<file path="src/design/imr_pkg.sv">
`timescale 1ns / 1ps

package imr_pkg;

    typedef enum logic [1:0] {
        KIND_WORD = 2'd0,
        KIND_POP  = 2'd1,
        KIND_TAKE = 2'd2
    } kind_t;

    typedef enum logic [3:0] {
        ST_IGNORED      = 4'd0,
        ST_ECHOED       = 4'd1,
        ST_ECHO_DROP    = 4'd2,
        ST_FORWARDED    = 4'd3,
        ST_PUSHED       = 4'd4,
        ST_PUSH_DROP    = 4'd5,
        ST_TOKEN_COUNT  = 4'd6,
        ST_POPPED       = 4'd7,
        ST_EMPTY        = 4'd8,
        ST_TOKEN_TAKEN  = 4'd9,
        ST_NO_TOKEN     = 4'd10
    } status_t;

    localparam int CMD_W       = 5;
    localparam int DATA_W      = 26;
    localparam int WORD_W      = 32;
    localparam int BYTE_W      = 8;
    localparam int TOKEN_W     = 4;
    localparam int USAGE_W     = 3;
    localparam int FLAG_POS    = 5;

    localparam logic [CMD_W-1:0]   CMD_NONE    = 5'd0;
    localparam logic [CMD_W-1:0]   MAILBOX_CMD = 5'd2;
    localparam logic [DATA_W-1:0]  TOKEN_DATA  = 26'd1;
    localparam logic [TOKEN_W-1:0] TOKEN_MAX   = 4'd15;

endpackage

</file>
<file path="src/design/imr_ram.sv">
`timescale 1ns / 1ps

module imr_ram #(
    parameter int WIDTH = 8,
    parameter int DEPTH = 8
) (
    input  logic                     clk,
    input  logic                     we,
    input  logic [$clog2(DEPTH)-1:0] waddr,
    input  logic [WIDTH-1:0]         wdata,
    input  logic [$clog2(DEPTH)-1:0] raddr,
    output logic [WIDTH-1:0]         rdata
);

    logic [WIDTH-1:0] mem [DEPTH];
    logic [WIDTH-1:0] rdata_reg;

    always_ff @(posedge clk)
    begin
        if (we)
        begin
            mem[waddr] <= wdata;
        end
        rdata_reg <= mem[raddr];
    end

    assign rdata = rdata_reg;

endmodule

</file>
<file path="src/design/ipc_mailbox_receiver_core.sv">
`timescale 1ns / 1ps
// A request accepted from the item port sits in the input register; its result then
// goes to the result register. The ring RAM read port prefetches the head slot.
// Throughput: one request per cycle while the result stage is not stalled.
// Reset (rst_n low, async): indexes, token count, terminated flag, handler mask
// and both valid flags clear; ring contents are not cleared.
module ipc_mailbox_receiver_core #(
    parameter int RING_DEPTH  = 8,
    parameter int TOKEN_LIMIT = 7
) (
    input  logic        clk,
    input  logic        rst_n,

    input  logic        cfg_we,
    input  logic [31:0] cfg_wdata,

    input  logic        item_valid,
    output logic        item_stall,
    input  logic [1:0]  kind,
    input  logic [31:0] word,
    input  logic        send_full,

    output logic        result_valid,
    input  logic        result_stall,
    output logic [3:0]  status,
    output logic [31:0] send_word,
    output logic [7:0]  out_byte,
    output logic [4:0]  fwd_command,
    output logic [25:0] fwd_data,
    output logic        fwd_flag,
    output logic [2:0]  usage,
    output logic        terminated
);

    localparam int IW = $clog2(RING_DEPTH);
    localparam int UW = (IW + 1 > imr_pkg::USAGE_W) ? IW + 1 : imr_pkg::USAGE_W;
    localparam logic [IW-1:0] LAST_IDX = IW'(RING_DEPTH - 1);
    localparam logic [UW-1:0] DEPTH_U  = UW'(RING_DEPTH);
    localparam logic [imr_pkg::TOKEN_W-1:0] TOK_LIM = imr_pkg::TOKEN_W'(TOKEN_LIMIT);

    // configuration
    logic [31:0] handler_mask_reg;

    // input stage
    logic        in_valid_reg, in_valid_next;
    logic [1:0]  kind_reg;
    logic [31:0] word_reg;
    logic        full_reg;

    // state
    logic [IW-1:0] wr_idx_reg, wr_idx_next;
    logic [IW-1:0] rd_idx_reg, rd_idx_next;
    logic [imr_pkg::TOKEN_W-1:0] tok_reg, tok_next;
    logic stopped_reg, stopped_next;

    // head-slot bypass for a write that lands on the slot being prefetched
    logic        byp_hit_reg, byp_hit_next;
    logic [7:0]  byp_data_reg;

    // result stage
    logic        result_valid_reg, result_valid_next;
    logic [3:0]  status_reg;
    logic [31:0] send_word_reg;
    logic [7:0]  out_byte_reg;
    logic [4:0]  fwd_command_reg;
    logic [25:0] fwd_data_reg;
    logic        fwd_flag_reg;
    logic [2:0]  usage_reg;
    logic        terminated_reg;

    // processing
    logic        advance;
    logic        load_in;
    logic [4:0]  cmd;
    logic        flag;
    logic [25:0] data;
    logic        registered;
    logic [IW-1:0] wr_inc, rd_inc;
    logic [IW-1:0] wr_calc, rd_calc;
    logic [imr_pkg::TOKEN_W-1:0] tok_calc, tok_sat;
    logic        stopped_calc;
    logic        push_en;
    imr_pkg::status_t st;
    logic [31:0] send_word_c;
    logic [7:0]  out_byte_c;
    logic [4:0]  fwd_command_c;
    logic [25:0] fwd_data_c;
    logic        fwd_flag_c;
    logic [UW-1:0] wr_u, rd_u, used_u;
    logic [7:0]  ram_rdata;
    logic [7:0]  head_byte;

    assign advance    = in_valid_reg && (!result_valid_reg || !result_stall);
    assign item_stall = in_valid_reg && !advance;
    assign load_in    = item_valid && !item_stall;

    assign cmd  = word_reg[imr_pkg::CMD_W-1:0];
    assign flag = word_reg[imr_pkg::FLAG_POS];
    assign data = word_reg[31:6];
    assign registered = handler_mask_reg[cmd];

    assign wr_inc = (wr_idx_reg == LAST_IDX) ? '0 : wr_idx_reg + 1'b1;
    assign rd_inc = (rd_idx_reg == LAST_IDX) ? '0 : rd_idx_reg + 1'b1;
    assign tok_sat = (tok_reg == imr_pkg::TOKEN_MAX) ? tok_reg : tok_reg + 1'b1;
    assign head_byte = byp_hit_reg ? byp_data_reg : ram_rdata;

    always_comb
    begin
        st            = imr_pkg::ST_IGNORED;
        send_word_c   = '0;
        out_byte_c    = '0;
        fwd_command_c = '0;
        fwd_data_c    = '0;
        fwd_flag_c    = 1'b0;
        wr_calc       = wr_idx_reg;
        rd_calc       = rd_idx_reg;
        tok_calc      = tok_reg;
        stopped_calc  = stopped_reg;
        push_en       = 1'b0;
        case (kind_reg)
            imr_pkg::KIND_WORD:
            begin
                if (cmd != imr_pkg::CMD_NONE)
                begin
                    if (!registered)
                    begin
                        if (!flag)
                        begin
                            if (!full_reg)
                            begin
                                st = imr_pkg::ST_ECHOED;
                                send_word_c = word_reg;
                                send_word_c[imr_pkg::FLAG_POS] = 1'b1;
                            end
                            else
                            begin
                                st = imr_pkg::ST_ECHO_DROP;
                            end
                        end
                    end
                    else if (cmd == imr_pkg::MAILBOX_CMD)
                    begin
                        if (data != imr_pkg::TOKEN_DATA)
                        begin
                            if (wr_inc == rd_idx_reg)
                            begin
                                st = imr_pkg::ST_PUSH_DROP;
                            end
                            else
                            begin
                                st      = imr_pkg::ST_PUSHED;
                                push_en = 1'b1;
                                wr_calc = wr_inc;
                            end
                        end
                        else
                        begin
                            st       = imr_pkg::ST_TOKEN_COUNT;
                            tok_calc = tok_sat;
                            if (tok_sat > TOK_LIM)
                            begin
                                stopped_calc = 1'b1;
                            end
                        end
                    end
                    else
                    begin
                        st            = imr_pkg::ST_FORWARDED;
                        fwd_command_c = cmd;
                        fwd_data_c    = data;
                        fwd_flag_c    = flag;
                    end
                end
            end
            imr_pkg::KIND_POP:
            begin
                if (rd_idx_reg == wr_idx_reg)
                begin
                    st = imr_pkg::ST_EMPTY;
                end
                else
                begin
                    st         = imr_pkg::ST_POPPED;
                    out_byte_c = head_byte;
                    rd_calc    = rd_inc;
                end
            end
            imr_pkg::KIND_TAKE:
            begin
                if (tok_reg != '0)
                begin
                    st       = imr_pkg::ST_TOKEN_TAKEN;
                    tok_calc = tok_reg - 1'b1;
                end
                else
                begin
                    st = imr_pkg::ST_NO_TOKEN;
                end
            end
            default:
            begin
                st = imr_pkg::ST_IGNORED;
            end
        endcase
    end

    assign wr_idx_next  = advance ? wr_calc : wr_idx_reg;
    assign rd_idx_next  = advance ? rd_calc : rd_idx_reg;
    assign tok_next     = advance ? tok_calc : tok_reg;
    assign stopped_next = advance ? stopped_calc : stopped_reg;
    assign byp_hit_next = advance && push_en && (wr_idx_reg == rd_idx_next);

    // usage after this step, from the updated indexes
    assign wr_u   = UW'(wr_calc);
    assign rd_u   = UW'(rd_calc);
    assign used_u = (wr_u >= rd_u) ? wr_u - rd_u : wr_u + DEPTH_U - rd_u;

    assign in_valid_next = load_in ? 1'b1 : (advance ? 1'b0 : in_valid_reg);
    assign result_valid_next = advance ? 1'b1 :
                               (result_stall ? result_valid_reg : 1'b0);

    imr_ram #(
        .WIDTH (imr_pkg::BYTE_W),
        .DEPTH (RING_DEPTH)
    ) u_ring (
        .clk   (clk),
        .we    (advance && push_en),
        .waddr (wr_idx_reg),
        .wdata (data[7:0]),
        .raddr (rd_idx_next),
        .rdata (ram_rdata)
    );

    always_ff @(posedge clk or negedge rst_n)
    begin
        if (!rst_n)
        begin
            handler_mask_reg <= '0;
            in_valid_reg     <= 1'b0;
            wr_idx_reg       <= '0;
            rd_idx_reg       <= '0;
            tok_reg          <= '0;
            stopped_reg      <= 1'b0;
            byp_hit_reg      <= 1'b0;
            result_valid_reg <= 1'b0;
            terminated_reg   <= 1'b0;
        end
        else
        begin
            if (cfg_we)
            begin
                handler_mask_reg <= cfg_wdata;
            end
            in_valid_reg     <= in_valid_next;
            wr_idx_reg       <= wr_idx_next;
            rd_idx_reg       <= rd_idx_next;
            tok_reg          <= tok_next;
            stopped_reg      <= stopped_next;
            byp_hit_reg      <= byp_hit_next;
            result_valid_reg <= result_valid_next;
            if (advance)
            begin
                terminated_reg <= stopped_calc;
            end
        end
    end

    always_ff @(posedge clk)
    begin
        if (load_in)
        begin
            kind_reg <= kind;
            word_reg <= word;
            full_reg <= send_full;
        end
        byp_data_reg <= data[7:0];
        if (advance)
        begin
            status_reg      <= st;
            send_word_reg   <= send_word_c;
            out_byte_reg    <= out_byte_c;
            fwd_command_reg <= fwd_command_c;
            fwd_data_reg    <= fwd_data_c;
            fwd_flag_reg    <= fwd_flag_c;
            usage_reg       <= used_u[imr_pkg::USAGE_W-1:0];
        end
    end

    assign result_valid = result_valid_reg;
    assign status       = status_reg;
    assign send_word    = send_word_reg;
    assign out_byte     = out_byte_reg;
    assign fwd_command  = fwd_command_reg;
    assign fwd_data     = fwd_data_reg;
    assign fwd_flag     = fwd_flag_reg;
    assign usage        = usage_reg;
    assign terminated   = terminated_reg;

endmodule

</file>
<file path="config.mk">
export PLATFORM = sky130hd
export DESIGN_NAME = ipc_mailbox_receiver_core
export DESIGN_NICKNAME = d
export VERILOG_FILES = /design/src/design/imr_pkg.sv /design/src/design/imr_ram.sv /design/src/design/ipc_mailbox_receiver_core.sv
export SDC_FILE = /design/constraint.sdc
export NUM_CORES = 1
export LEC_CHECK = 0
export BUFFER_PORTS_ARGS = -buffer_cell sky130_fd_sc_hd__clkbuf_2
export CAP_MARGIN = 25
export CORE_AREA = 2 2 134 136
export DETAILED_ROUTE_END_ITERATION = 16
export DIE_AREA = 0 0 136 138
export PLACE_DENSITY = 0.82
export SLEW_MARGIN = 0
export SYNTH_ARGS = -nofsm -noshare
export SYNTH_HDL_FRONTEND = slang
export SYNTH_SLANG_ARGS = --single-unit
export TNS_END_PERCENT = 10
</file>
<file path="constraint.sdc">
create_clock -name clk -period 5.8 [get_ports clk]
set_input_delay 0.29 -clock clk [delete_from_list [all_inputs] [get_ports clk]]
set_output_delay 0.29 -clock clk [all_outputs]
set_load 0.02 [all_outputs]
</file>
; Word-level counts from Yosys, hierarchy flattened
; Memories as Yosys holds them, arrays and structs flattened. A register that Yosys moved wholly into a read port is not among the register bits.
; Index checks and enable logic that the tools add are counted.
[word_totals]
ff_bits = 168
ram_bits = 64
input_bits = 72
output_inout_bits = 82
word_cells = 118
n_memories = 1
[classes]
add_sub_neg = 7
order_cmp = 3
eq_ne = 16
mux = 45
bitwise_logic = 5
reduce_logical = 21
[mem_list]
columns = memory, words, width, rd, rd_ports_with_merged_regs, wr, line
row1 = u_ring.mem, 8, 8, 1, 1, 1, imr_ram.sv:15  ; logic [WIDTH-1:0] mem [DEPTH];
[op_table]
columns = cell, n
row1 = 2-to-1 mux 4 bit, 11
row2 = 2-to-1 mux 3 bit, 12
row3 = inequality test 26 x 1 -> 1 bit (second input constant), 1
row4 = 2-to-1 mux 1 bit, 14
row5 = AND reduction 7 bit, 2
row6 = one-hot mux 4 bit (3 select lines), 1
row7 = inequality test 2 bit (second input constant), 5
row8 = adder 3 x 1 -> 3 bit (second input constant), 3
row9 = equality test 3 bit, 3
row10 = 2-to-1 mux 8 bit, 1
row11 = one-hot mux 4 bit (2 select lines), 1
row12 = OR reduction 4 bit, 2
row13 = equality test 3 bit (second input constant), 2
row14 = < comparator 5 x 6 -> 1 bit (second input constant), 1
row15 = 2-to-1 mux 2 bit, 3
row16 = 2-to-1 mux 6 bit, 1
row17 = subtractor 3 bit, 2
row18 = binary-select mux 1 bit (select 5 bit), 1
row19 = equality test 5 x 2 -> 1 bit (second input constant), 1
row20 = logical AND 1 bit, 5
row21 = inverter 1 bit, 5
row22 = nonzero test 5 bit, 1
row23 = OR reduction 5 bit, 1
row24 = adder 4 x 1 -> 4 bit (second input constant), 1
row25 = 13 further kinds, 17

; Logic depth before layout (Yosys ltp)
; Gate-level depths: netlist (run 1).
[depth]
depth_word = 12
depth_mapped = 13
depth_no_buf = 13

; Cells and area by module
; From an unflattened synthesis (run 1), not the netlist that was laid out.
[hier_totals]
hier_cells = 560
area_unflattened_um2 = 9626.7
[by_module_without_submodules]
columns = module, instances, cells_per_inst, area_per_inst_um2, seq_area_each_um2
row1 = ipc_mailbox_receiver_core, 1, 446, 6935.4, 4734.5
row2 = imr_ram, 1, 114, 2691.3, 2082.0

; Worst setup path before layout (run 1)
; OpenSTA, ideal clock, no wires.
[synth_path]
path_kind = register to register
from = register result_valid_reg (netlist: result_valid)
to = memory u_ring.mem[4][0], enable pin
setup_ns = 0.398
arrival_time_ns = 3.889
t_required_ns = 5.402
setup_slack_ns = 1.513
stages_incl_launch_ff = 6
n_path_buf = 0
period_less_slack_ns = 4.287
path_cell_list = dfrtp_1 > nand2_1 > nand2_1 > inv_1 > nand3_1 > nor4b_1
[synth_between]
elab_chain_cells = 6
[synth_rtl]
columns = item, line
row1 = start: declaration, ipc_mailbox_receiver_core.sv:61  ; logic result_valid_reg, result_valid_next;
row2 = start signal: assignment, ipc_mailbox_receiver_core.sv:260  ; result_valid_reg <= result_valid_next;
row3 = logical NOT 1 bit, ipc_mailbox_receiver_core.sv:93  ; assign advance = in_valid_reg && (!result_valid_reg || !result_stall);
row4 = logical OR 1 bit, ipc_mailbox_receiver_core.sv:93
row5 = logical AND 1 bit, ipc_mailbox_receiver_core.sv:93
row6 = net advance, ipc_mailbox_receiver_core.sv:72  ; logic advance;
row7 = logical AND 1 bit, ipc_mailbox_receiver_core.sv:227  ; .we (advance && push_en),
row8 = 2-to-1 mux 1 bit, imr_ram.sv:20  ; if (we)
row9 = 2-to-1 mux 1 bit (not written as such), imr_ram.sv:22  ; mem[waddr] <= wdata;
row10 = end: declaration, imr_ram.sv:15
; The timed path passes the listed nets, and every way through them passes these cells.

; Worst setup path after layout (run 1)
[layout_path]
from = register word_reg[1]
to = register usage_reg[2] (netlist: usage[2]), data pin
[layout_between]
elab_chain_cells = 8
word_cells_on_any_way = 13
cone_classes = add/sub (3) / order compare (1) / eq/ne (1) / mux (7) / reduce/logical (1)
[layout_rtl]
columns = item, line
row1 = start: declaration, ipc_mailbox_receiver_core.sv:47  ; logic [31:0] word_reg;
row2 = start signal: assignment, ipc_mailbox_receiver_core.sv:273  ; word_reg <= word;
row3 = binary-select mux 1 bit (select 5 bit) or equality test 5 x 2 -> 1 bit (tied branches), "ipc_mailbox_receiver_core.sv:100, ipc_mailbox_receiver_core.sv:141"
row4 = 2-to-1 mux 1 bit (not written as such) or 2-to-1 mux 3 bit (tied branches), "ipc_mailbox_receiver_core.sv:100, ipc_mailbox_receiver_core.sv:141"
row5 = 2-to-1 mux 3 bit, ipc_mailbox_receiver_core.sv:125  ; if (!registered)
row6 = 2-to-1 mux 3 bit (*), ipc_mailbox_receiver_core.sv:123  ; if (cmd != imr_pkg::CMD_NONE)
row7 = 2-to-1 mux 3 bit (*), ipc_mailbox_receiver_core.sv:120  ; case (kind_reg)
row8 = adder 3 x 1 -> 3 bit, ipc_mailbox_receiver_core.sv:216  ; assign used_u = (wr_u >= rd_u) ? wr_u - rd_u : wr_u + DEPTH_U - rd_u;
row9 = subtractor 3 bit, ipc_mailbox_receiver_core.sv:216
row10 = 2-to-1 mux 3 bit (*), ipc_mailbox_receiver_core.sv:216
row11 = net used_u[2], ipc_mailbox_receiver_core.sv:89  ; logic [UW-1:0] wr_u, rd_u, used_u;
row12 = end signal: assignment, ipc_mailbox_receiver_core.sv:285  ; usage_reg <= used_u[imr_pkg::USAGE_W-1:0];
row13 = end: declaration, ipc_mailbox_receiver_core.sv:68  ; logic [2:0] usage_reg;
; Mark *: on every way through the listed nets, which the timed path passes. The rest lies on a longest branch. The select of a mux whose other input is x is not followed.
; A chain may end at the register's enable or synchronous reset.

==> impl_results.md, run 1 <==
* Outcome: finished, final reports clean
* Pin count of the biggest net entering global routing at 65
* Slew Limit Headroom at 0.4174
* Critical Path RT at 6.05 ns
* Routability cong. at 0.7717
* Final min period at 3.809 ns
* Num ports at 154
* Max IR drop VDD at 0.2260 mV
* Sequential area share after synthesis at 0.7097
* PD cells at 375.9 mW/mm^2
* Mapped Area at 0.009605 sq mm
* Largest Register: u_ring.mem
* Port bufs at 153
* CP most frequent cell: mux2i_1
* Fin Setup TNS at 0 ns
* Via Count at 5,823
* Final setup skew at 0.01059 ns
* Area Growth Syn to Fin at 22.64%
* H-tree depth at 1
* CP max stage cell: edfxtp_1
* CTS tree: yes
* Critical path's largest stage delay at 0.75 ns
* Crit. End Element: register
* Pre-CTS WS at 2.034 ns
* Leak at 0.004770 uW
* Die Width at 136 um
* Post-synthesis async set-or-reset flop share at 0.1917
* Die Area at 0.01877 sq mm
* Die Y at 138 um
* Crit path max fanout at 14
* Clk root buf: clkbuf_16
* Total Power at 4428 uW
* Hold Fails Final Rpt at 0
* Vias in the first global route at 6,166
* Final #Nets at 896
* ANT cells at 0
* Wirelength, routed at 20,190 um
* Routed len/inst at 19.05 um
* Synth Flop Type: edfxtp_1
* Cell Chain, Critical Path: mux2i_1, a221oi_1, nand2_1, o221ai_4, nor4b_4, mux2i_1, ha_1, and4bb_2, nor4_2, xnor2_1
* Share of post-route cells with drive strength above 1 at 0.3273
* Synthesized instance count at 611
* Tightest Hold Check Type: input port to register
* Critical path arrival at 4.06 ns
* Synth cell types at 52
* # clock sinks at 240
* Setup ws final at 1.991 ns
* 1st-iter DRT viols at 349
* Slew @ Worst Pin at 0.8739 ns
* GRT Util Overall at 0.2179
* Syn avg cell area at 15.72 sq um
* Clock Pin Slew Worst Setup and Hold Paths at 0.06 ns
* Routed Antenna Nets at 0
* Cts bufs inserted at 23
* First-pass GRT wire length at 32,200 um
* Max Clk Rate at 0.2625 GHz
* Core Region at 0.01753 sq mm
* DP HPWL at 13,220 um
* Initial Util at 0.5478
* Vias/cell at 5.493
* Max Cap Viol at 0
* Pre-Repair DR Iteration Count at 4
* Final Cycle Share at 0.6568
* Setup violators final at 0
* Initial antenna violation count at 0
* Crit Path Category: register to register
* Syn_nets at 692
* Post-synth EDFFs at 178
* Flip-flop and latch count after synthesis at 240
* Post_cts resized at 0
* Final Max Slew Viols at 0
* Worst-Skew Late Latency at 0.50 ns
* Critical Path Start Type: register
* Clk buf depth at 3
* Grt total ovfl at 0
* DRC at 0
* Syn. warnings at 0
* Row count at 49
* Unrepaired setup endpoints after global routing: no
* Hold Worst Slack at 0.01945 ns
* Max reg flops at 64
-- cell usage after synthesis, drive strengths merged, types with 3 or more instances --
cell type / instances / share of area
edfxtp: 178 / 0.56
buf: 9 / 0.0048
and2: 64 / 0.042
clkbuf: 16 / 0.0063
dfxtp: 16 / 0.033
nor3b: 4 / 0.0031
and3: 5 / 0.0033
o21ai: 23 / 0.012
a21oi: 4 / 0.0021
mux2i: 37 / 0.039
ha: 9 / 0.012
xnor2: 10 / 0.0091
mux4: 6 / 0.014
o211ai: 8 / 0.0063
nand2b: 3 / 0.0020
xor2: 3 / 0.0027
nand3: 8 / 0.0042
nor2: 21 / 0.0082
nor4b: 5 / 0.0061
dfrtp: 46 / 0.12
inv: 13 / 0.0051
nand2: 28 / 0.011
nand4: 3 / 0.0020
mux2: 54 / 0.063
nor3: 6 / 0.0031
nor4: 9 / 0.0072
-- repair_timing --
item,4_1_cts,5_1_grt
hold buffers,37,0
buffers inserted,0,0
endpoints found under the hold margin,54,0
-- cells by family after synthesis --
family,share of synthesized area
compound gates,0.03661
xor+xnor,0.01185
flops,0.7097
fa+ha+maj,0.01172
simple gates,0.09770
mux,0.1163
buf+inv,0.01615
-- per-stage QoR --
stage               utilization  cells  cell area, sq um
floorplan                     -    611              9605
global placement         0.6069    976             10640
detailed placement       0.6086    979             10670
CTS                      0.6704   1057             11760
global route             0.6718   1060             11780
finish                   0.6718   1060             11780
-- worst max-delay path: cells and delay by family (launching register included) --
kind / cells / cell delay, ns
compound gates: 2 / 0.81
xor+xnor: 1 / 0.09
fa+ha+maj: 1 / 0.29
flops: 1 / 0.75
mux: 2 / 0.48
simple gates: 4 / 1.14
-- path summary, 6_finish.rpt --
check / slack (ns) / start / depth (start not counted) / to
max: 1.99 / word_reg[1] / 10 / usage[2]
min in group asynchronous: 0.32 / rst_n / 2 / tok_reg[1]
max in group asynchronous: 4.93 / rst_n / 3 / handler_mask_reg[26]
max reg2reg: 1.99 / word_reg[1] / 10 / usage[2]
min: 0.02 / cfg_wdata[14] / 2 / handler_mask_reg[14]
min reg2reg: 0.48 / stopped_reg / 1 / stopped_reg
-- placed cells by master (no fill, tap or decap), types with 4 or more instances in the layout --
master	synthesis	routed
mux2_2	54	54
xnor2_1	10	10
mux2i_1	37	35
dlygate4sd3_1	0	37
buf_2	4	4
nor4_1	7	7
edfxtp_1	178	178
nor4b_1	4	4
buf_4	0	8
o21ai_0	23	23
and2_1	64	63
o211ai_1	8	8
dfrtp_1	46	46
nand2_1	28	28
mux4_2	5	5
nor3b_1	4	4
nor3_1	6	6
clkbuf_1	16	6
clkbuf_2	0	153
nor2_1	21	21
clkbuf_16	0	23
and3_1	5	5
clkinv_2	0	8
a21oi_1	4	4
ha_1	9	9
dfxtp_1	16	16
nand3_1	8	8
inv_1	13	12
-- power breakdown --
part           total (uW)  switching (uW)  leakage [uW]  internal (uW)
clock                1420             603      0.000352            822
combinational         880             505       0.00203            374
sequential           2120             102       0.00239           2020
total                4430            1210       0.00477           3220
-- final cells by class --
type / instances / area [sq um]
sequential: 240 / 6817
multi-input combinational: 333 / 2663
timing repair buffer: 204 / 1251
clock inverter: 12 / 115.1
inverter: 13 / 50.05
clock buffer: 29 / 598.1
fill: 1221 / 5754
tap: 229 / 286.5
-- layer usage --
| layer | track usage | wire, um |
|---|---|---|
| met2 | 0.3547 | 10030 |
| met5 | 0 | 0 |
| met3 | 0.05501 | 1482 |
| met1 | 0.2893 | 8207 |
| met4 | 0.06963 | 478 |
Power figures use the tool's default switching activity.
==> run 2, diff against run 1 <==
CORE_AREA = 2 2 141 143   (was 2 2 134 136)
DIE_AREA = 0 0 143 145   (was 0 0 136 138)
PLACE_DENSITY = 0.78   (was 0.82)
clock period = 3.5 ns   (was 5.8 ns; I/O delays follow)
==> run 2 against run 1 <==
Against the previous run: combinational power is 80% higher; setup slack worse by 1.9 ns; register-to-register slack got worse by 1.9 ns; critical path depth increased by 4; die area increased by 10%; maximum frequency increased by 13%; utilization decreased by 2.0 points; sequential share of layout area down 3.4 points; first-iteration DRC count is 17% lower; clock power is 88% higher; cell area up 6.2%; sequential power up 65%; critical path type unchanged; critical endpoint unchanged; largest power group unchanged; highest routed layer unchanged.
==> impl_results.md, run 2 (same netlist as run 1, synthesis figures left out) <==
* Outcome: finished, final reports clean
* CP max stage cell: edfxtp_1
* First-pass GRT wire length at 33,310 um
* ANT cells at 0
* Leak at 0.005092 uW
* Vias/cell at 5.161
* Sequential Area at 0.006817 sq mm
* Routed len/inst at 18.43 um
* Most common cell after layout, fill and taps aside: edfxtp_1
* Worst Path Buf+Inv at 2
* Total Power at 7747 uW
* Inst Count DP at 1,034
* Num ports at 154
* Wirelength, routed at 21,360 um
* Final min period at 3.377 ns
* Final setup skew at 0.01898 ns
* Setup ws final at 0.1235 ns
* Max reg flops at 64
* Critical path arrival at 3.64 ns
* Initial antenna violation count at 0
* Cts bufs inserted at 24
* Slew Limit Headroom at 0.4107
* Crit. End Element: register
* Core Region at 0.01921 sq mm
* Crit Path Category: register to register
* CTS tree: yes
* Fin Setup TNS at 0 ns
* Largest Register: u_ring.mem
* # fillers at 1,336
* Design area at 0.01251 sq mm
* Grt total ovfl at 0
* Placed cell areas at 0.01088 sq mm
* Initial Util at 0.5001
* Clk buf depth at 3
* Area Growth Syn to Fin at 30.25%
* Final Cycle Share at 0.9647
* Setup violators final at 0
* Final #Nets at 957
* H-tree depth at 1
* Critical Path RT at 3.76 ns
* GRT Util Overall at 0.2036
* Pre-CTS WS at 0.06962 ns
* Slew @ Worst Pin at 0.8840 ns
* 1st-iter DRT viols at 291
* Flop2flop setup slack at 0.12 ns
* Share of post-route cells with drive strength above 1 at 0.3378
* Die Width at 143 um
* Multi-input combinational cell area at 0.002674 sq mm
* Clk root buf: clkbuf_16
* Max Clk Rate at 0.2962 GHz
* Vias in the first global route at 6,263
* Routability cong. at 0.7717
* DP HPWL at 13,070 um
* Worst-Skew Late Latency at 0.52 ns
* DRC at 0
* Crit path max fanout at 9
* Die Y at 145 um
* Row count at 51
* Routed Antenna Nets at 0
* Max IR drop VDD at 0.4291 mV
* FF-to-FF Start: word_reg[1]
* Capturing point of the worst reg2reg path: usage[2]
* Final Max Slew Viols at 0
* Tightest Hold Check Type: input port to asynchronous set/reset pin
* Crit-path leading delay family: multiplexers
* Clock Pin Slew Worst Setup and Hold Paths at 0.07 ns
* Commonest non-fill, non-tap cells in the layout: edfxtp_1 (178), clkbuf_2 (153), dlygate4sd3_1 (71), and2_1 (63), mux2_2 (54)
* Hold Fails Final Rpt at 0
* # clock sinks at 240
* Pin count of the biggest net entering global routing at 66
* Cell Chain, Critical Path: buf_4, mux4_1, mux2_2, nand3_1, o221ai_4, nor4b_4, mux2i_1, ha_2, buf_4, nor2_1, nand2_1, mux2i_1, nor4_2, xnor2_1
* Via Count at 5,982
* PD cells at 619.3 mW/mm^2
* Max Cap Viol at 0
* Port bufs at 153
* Critical path's largest stage delay at 0.61 ns
* Pre-Repair DR Iteration Count at 4
* R2R depth at 14
* Non-filler cells, final at 1,159
* Critical Path Start Type: register
* Die Area at 0.02074 sq mm
run 2: power by group:
group	internal, uW	switching, uW	total, uW
Combinational	707	874	1580
Clock	1620	1050	2670
Sequential	3350	148	3500
run 2: layout make-up:
cell class / count / share of cell area
clock buffer: 36 / 0.05641
clock inverter: 8 / 0.01020
inverter: 13 / 0.004200
multi-input combinational: 333 / 0.2137
sequential: 240 / 0.5449
tap: 265 / 0.02650
timing repair buffer: 264 / 0.1441
run 2: worst max-delay path by stage:
| stage | from | to | slack (ns) | cells past startpoint |
|---|---|---|---|---|
| floorplan | result_valid | u_ring.rdata[1] | -0.31 | 9 |
| global placement | word_reg[1] | usage[2] | 0.20 | 10 |
| detailed placement | word_reg[1] | usage[2] | 0.07 | 10 |
| CTS | word_reg[1] | usage[2] | 0.06 | 10 |
| global route | word_reg[0] | usage[2] | -0.01 | 13 |
| finish | word_reg[1] | usage[2] | 0.12 | 14 |
run 2: per-layer routing:
metal | track usage | vias up | wire length, um
met3 | 0.04950 | 41 | 1530
met1 | 0.2740 | 2922 | 8869
li1 | - | 2809 | -
met5 | 0 | - | 0
met2 | 0.3354 | 210 | 10570
met4 | 0.04851 | 0 | 383
run 2: repair_timing:
item,4_1_cts,5_1_grt
hold buffers,71,0
resized for setup,0,3
buffers inserted,0,8
endpoints found under the hold margin,83,0
endpoints found under the setup margin,0,1
run 2: through the flow:
stage          hold WS [ns]    util
3_5_place_dp         0.1326  0.5664
5_1_grt              0.1781  0.6514
4_1_cts              0.1392  0.6468
2_1_floorplan       -0.1206       -
3_3_place_gp         0.1370  0.5664
6_report             0.1390  0.6514
==> run 3, diff against run 2 <==
CORE_AREA = 2 2 131 133   (was 2 2 141 143)
DIE_AREA = 0 0 133 135   (was 0 0 143 145)
PLACE_DENSITY = 0.85   (was 0.78)
clock period = 3.95 ns   (was 3.5 ns; I/O delays follow)
==> run 3 against run 2 <==
Against the previous run: highest routed layer unchanged; clock power fell by 18%; critical path depth is 2 lower; non-clock buffer count is 18 lower; routed wire length grew 15%; sequential cell count did not move; register-to-register slack worse by 0.08 ns; hold slack gained 0.0012 ns; maximum frequency shrank 14%; setup slack got worse by 0.081 ns; count of clock-buffer cells in the layout decreased by 3; final cell count fell by 5.5%; global-route usage is 6.8 points higher.
==> impl_results.md, run 3 (same netlist as run 1, synthesis figures left out) <==
* Critical path arrival at 4.17 ns
* Slew @ Worst Pin at 1.061 ns
* Routed len/inst at 22.52 um
* DP HPWL at 13,370 um
* Vias/cell at 5.823
* Crit. End Element: register
* Setup violators final at 0
* Initial Util at 0.5854
* Hold Worst Slack at 0.1402 ns
* Tightest Hold Check Type: input port to asynchronous set/reset pin
* Wirelength, routed at 24,660 um
* First-pass GRT wire length at 37,320 um
* Num ports at 154
* Critical Path Start Type: register
* Die Width at 133 um
* Total Power at 6709 uW
* Clk buf depth at 3
* Final Cycle Share at 0.9892
* Sequential Area at 0.006817 sq mm
* GRT Util Overall at 0.2716
* Fin Setup TNS at 0 ns
* Routed Antenna Nets at 0
* # clock sinks at 240
* Max reg flops at 64
* Final setup skew at 0.02605 ns
* H-tree depth at 1
* Crit Path Category: register to register
* Largest Register: u_ring.mem
* Most common cell after layout, fill and taps aside: edfxtp_1
* Critical path's largest stage delay at 0.64 ns
* Max Clk Rate at 0.2559 GHz
* Crit path max fanout at 11
* DRC at 0
* Max IR drop VDD at 0.6165 mV
* Initial antenna violation count at 1
* Grt total ovfl at 0
* End of the critical path: usage[2]
* Core Region at 0.01641 sq mm
* Commonest non-fill, non-tap cells in the layout: edfxtp_1 (178), clkbuf_2 (153), dlygate4sd3_1 (71), and2_1 (63), mux2_2 (54)
* Flop2flop setup slack at 0.04 ns
* Pre-Repair DR Iteration Count at 5
* # fillers at 882
* Critical Path RT at 4.21 ns
* R2R depth at 12
* PD cells at 547.7 mW/mm^2
* Share of post-route cells with drive strength above 1 at 0.3238
* Clock Pin Slew Worst Setup and Hold Paths at 0.07 ns
* Routability cong. at 0.8391
* Clk root buf: clkbuf_16
* Capturing point of the worst reg2reg path: usage[2]
* Cell Chain, Critical Path: buf_4, buf_4, mux2i_1, a221oi_1, a22oi_2, o221ai_4, nor4b_4, mux2i_1, ha_1, and4bb_2, nor4_2, xnor2_1
* Final design utilization at 0.7465
* Placed cell areas at 0.01071 sq mm
* Cts bufs inserted at 23
* 1st-iter DRT viols at 567
* FF-to-FF Start: word_reg[1]
* Via Count at 6,376
* Final Max Slew Viols at 0
* Hold Fails Final Rpt at 0
* Worst-Skew Late Latency at 0.52 ns
* Slew Limit Headroom at 0.2894
* Pin count of the biggest net entering global routing at 82
* Design area at 0.01225 sq mm
* Max Cap Viol at 0
* Area Growth Syn to Fin at 27.51%
* Vias in the first global route at 6,638
* Final #Nets at 938
* Worst setup startpoint: word_reg[1]
* Leak at 0.004971 uW
* CTS tree: yes
* Final min period at 3.907 ns
* Die Y at 135 um
* Multi-input combinational cell area at 0.002674 sq mm
* Row count at 47
* Die Area at 0.01796 sq mm
* Outcome: finished, final reports clean
* Port bufs at 153
* CP max stage cell: a221oi_1
run 3: changes by cell type in the layout (fill, tap and decap cells not counted), sizes merged:
cell,previous run,this run
buf,40,22
bufinv,3,2
clkbuf,189,186
clkinv,4,5
clkinvlp,1,2
diode,0,1
run 3: worst min path at each step:
| stage | startpoint | endpoint | slack (ns) | depth (start not counted) |
|---|---|---|---|---|
| 3_3_place_gp | word[26] | word_reg[26] | 0.37 | 1 |
| 6_report | rst_n | tok_reg[3] | 0.14 | 2 |
| 5_1_grt | rst_n | rd_idx_reg[0] | 0.16 | 2 |
| 2_1_floorplan | rst_n | byp_hit_reg | -0.1 | 0 |
| 4_1_cts | rst_n | tok_reg[3] | 0.13 | 2 |
| 3_5_place_dp | rst_n | tok_reg[2] | 0.11 | 1 |
run 3: what timing repair did:
| action | 4_1_cts | 5_1_grt |
|---|---|---|
| buffers inserted | 0 | 5 |
| hold endpoints to repair | 115 | 0 |
| hold buffers | 71 | 0 |
| resized for setup | 0 | 2 |
| endpoints found under the setup margin | 0 | 30 |
run 3: power by group:
group | leakage, uW | total (uW) | internal [uW] | switching [uW]
Combinational | 0.00221 | 1380 | 588 | 791
Clock | 0.000369 | 2200 | 1280 | 914
Sequential | 0.00239 | 3130 | 2970 | 163
run 3: area by class of cell:
| cell class | instances | share of cell area |
|---|---|---|
| Antenna cell | 1 | 0.0002043 |
| Clock buffer | 33 | 0.05333 |
| Multi-Input combinational cell | 333 | 0.2183 |
| Tap cell | 220 | 0.02247 |
| Clock inverter | 9 | 0.008172 |
| Inverter | 13 | 0.004291 |
| Timing Repair Buffer | 246 | 0.1367 |
| Sequential cell | 240 | 0.5565 |
run 3: stage by stage:
step / setup WS, ns / std cells
global route: -0.1571 / 1095
CTS: 0.2833 / 1088
detailed placement: 0.3726 / 975
floorplan: 0.1378 / 611
global placement: 0.5923 / 974
finish: 0.04261 / 1095
run 3: critical path, delay by kind of cell, from the launching register on:
family / cells / cell delay [ns]
adder cells (fa/ha/maj): 1 / 0.28
XOR/XNOR: 1 / 0.11
flip-flops: 1 / 0.36
AND/OR/NAND/NOR: 3 / 1.02
buffers and inverters: 2 / 0.36
multiplexers: 2 / 0.38
AO/OA/AOI/OAI: 3 / 1.11
run 3: layer usage:
layer,GRT usage,share of wire,up-vias
met5,0,0,-
met4,0.1123,0.042,0
met3,0.05518,0.084,80
met2,0.4775,0.51,374
met1,0.3306,0.36,3147
li1,-,-,2775
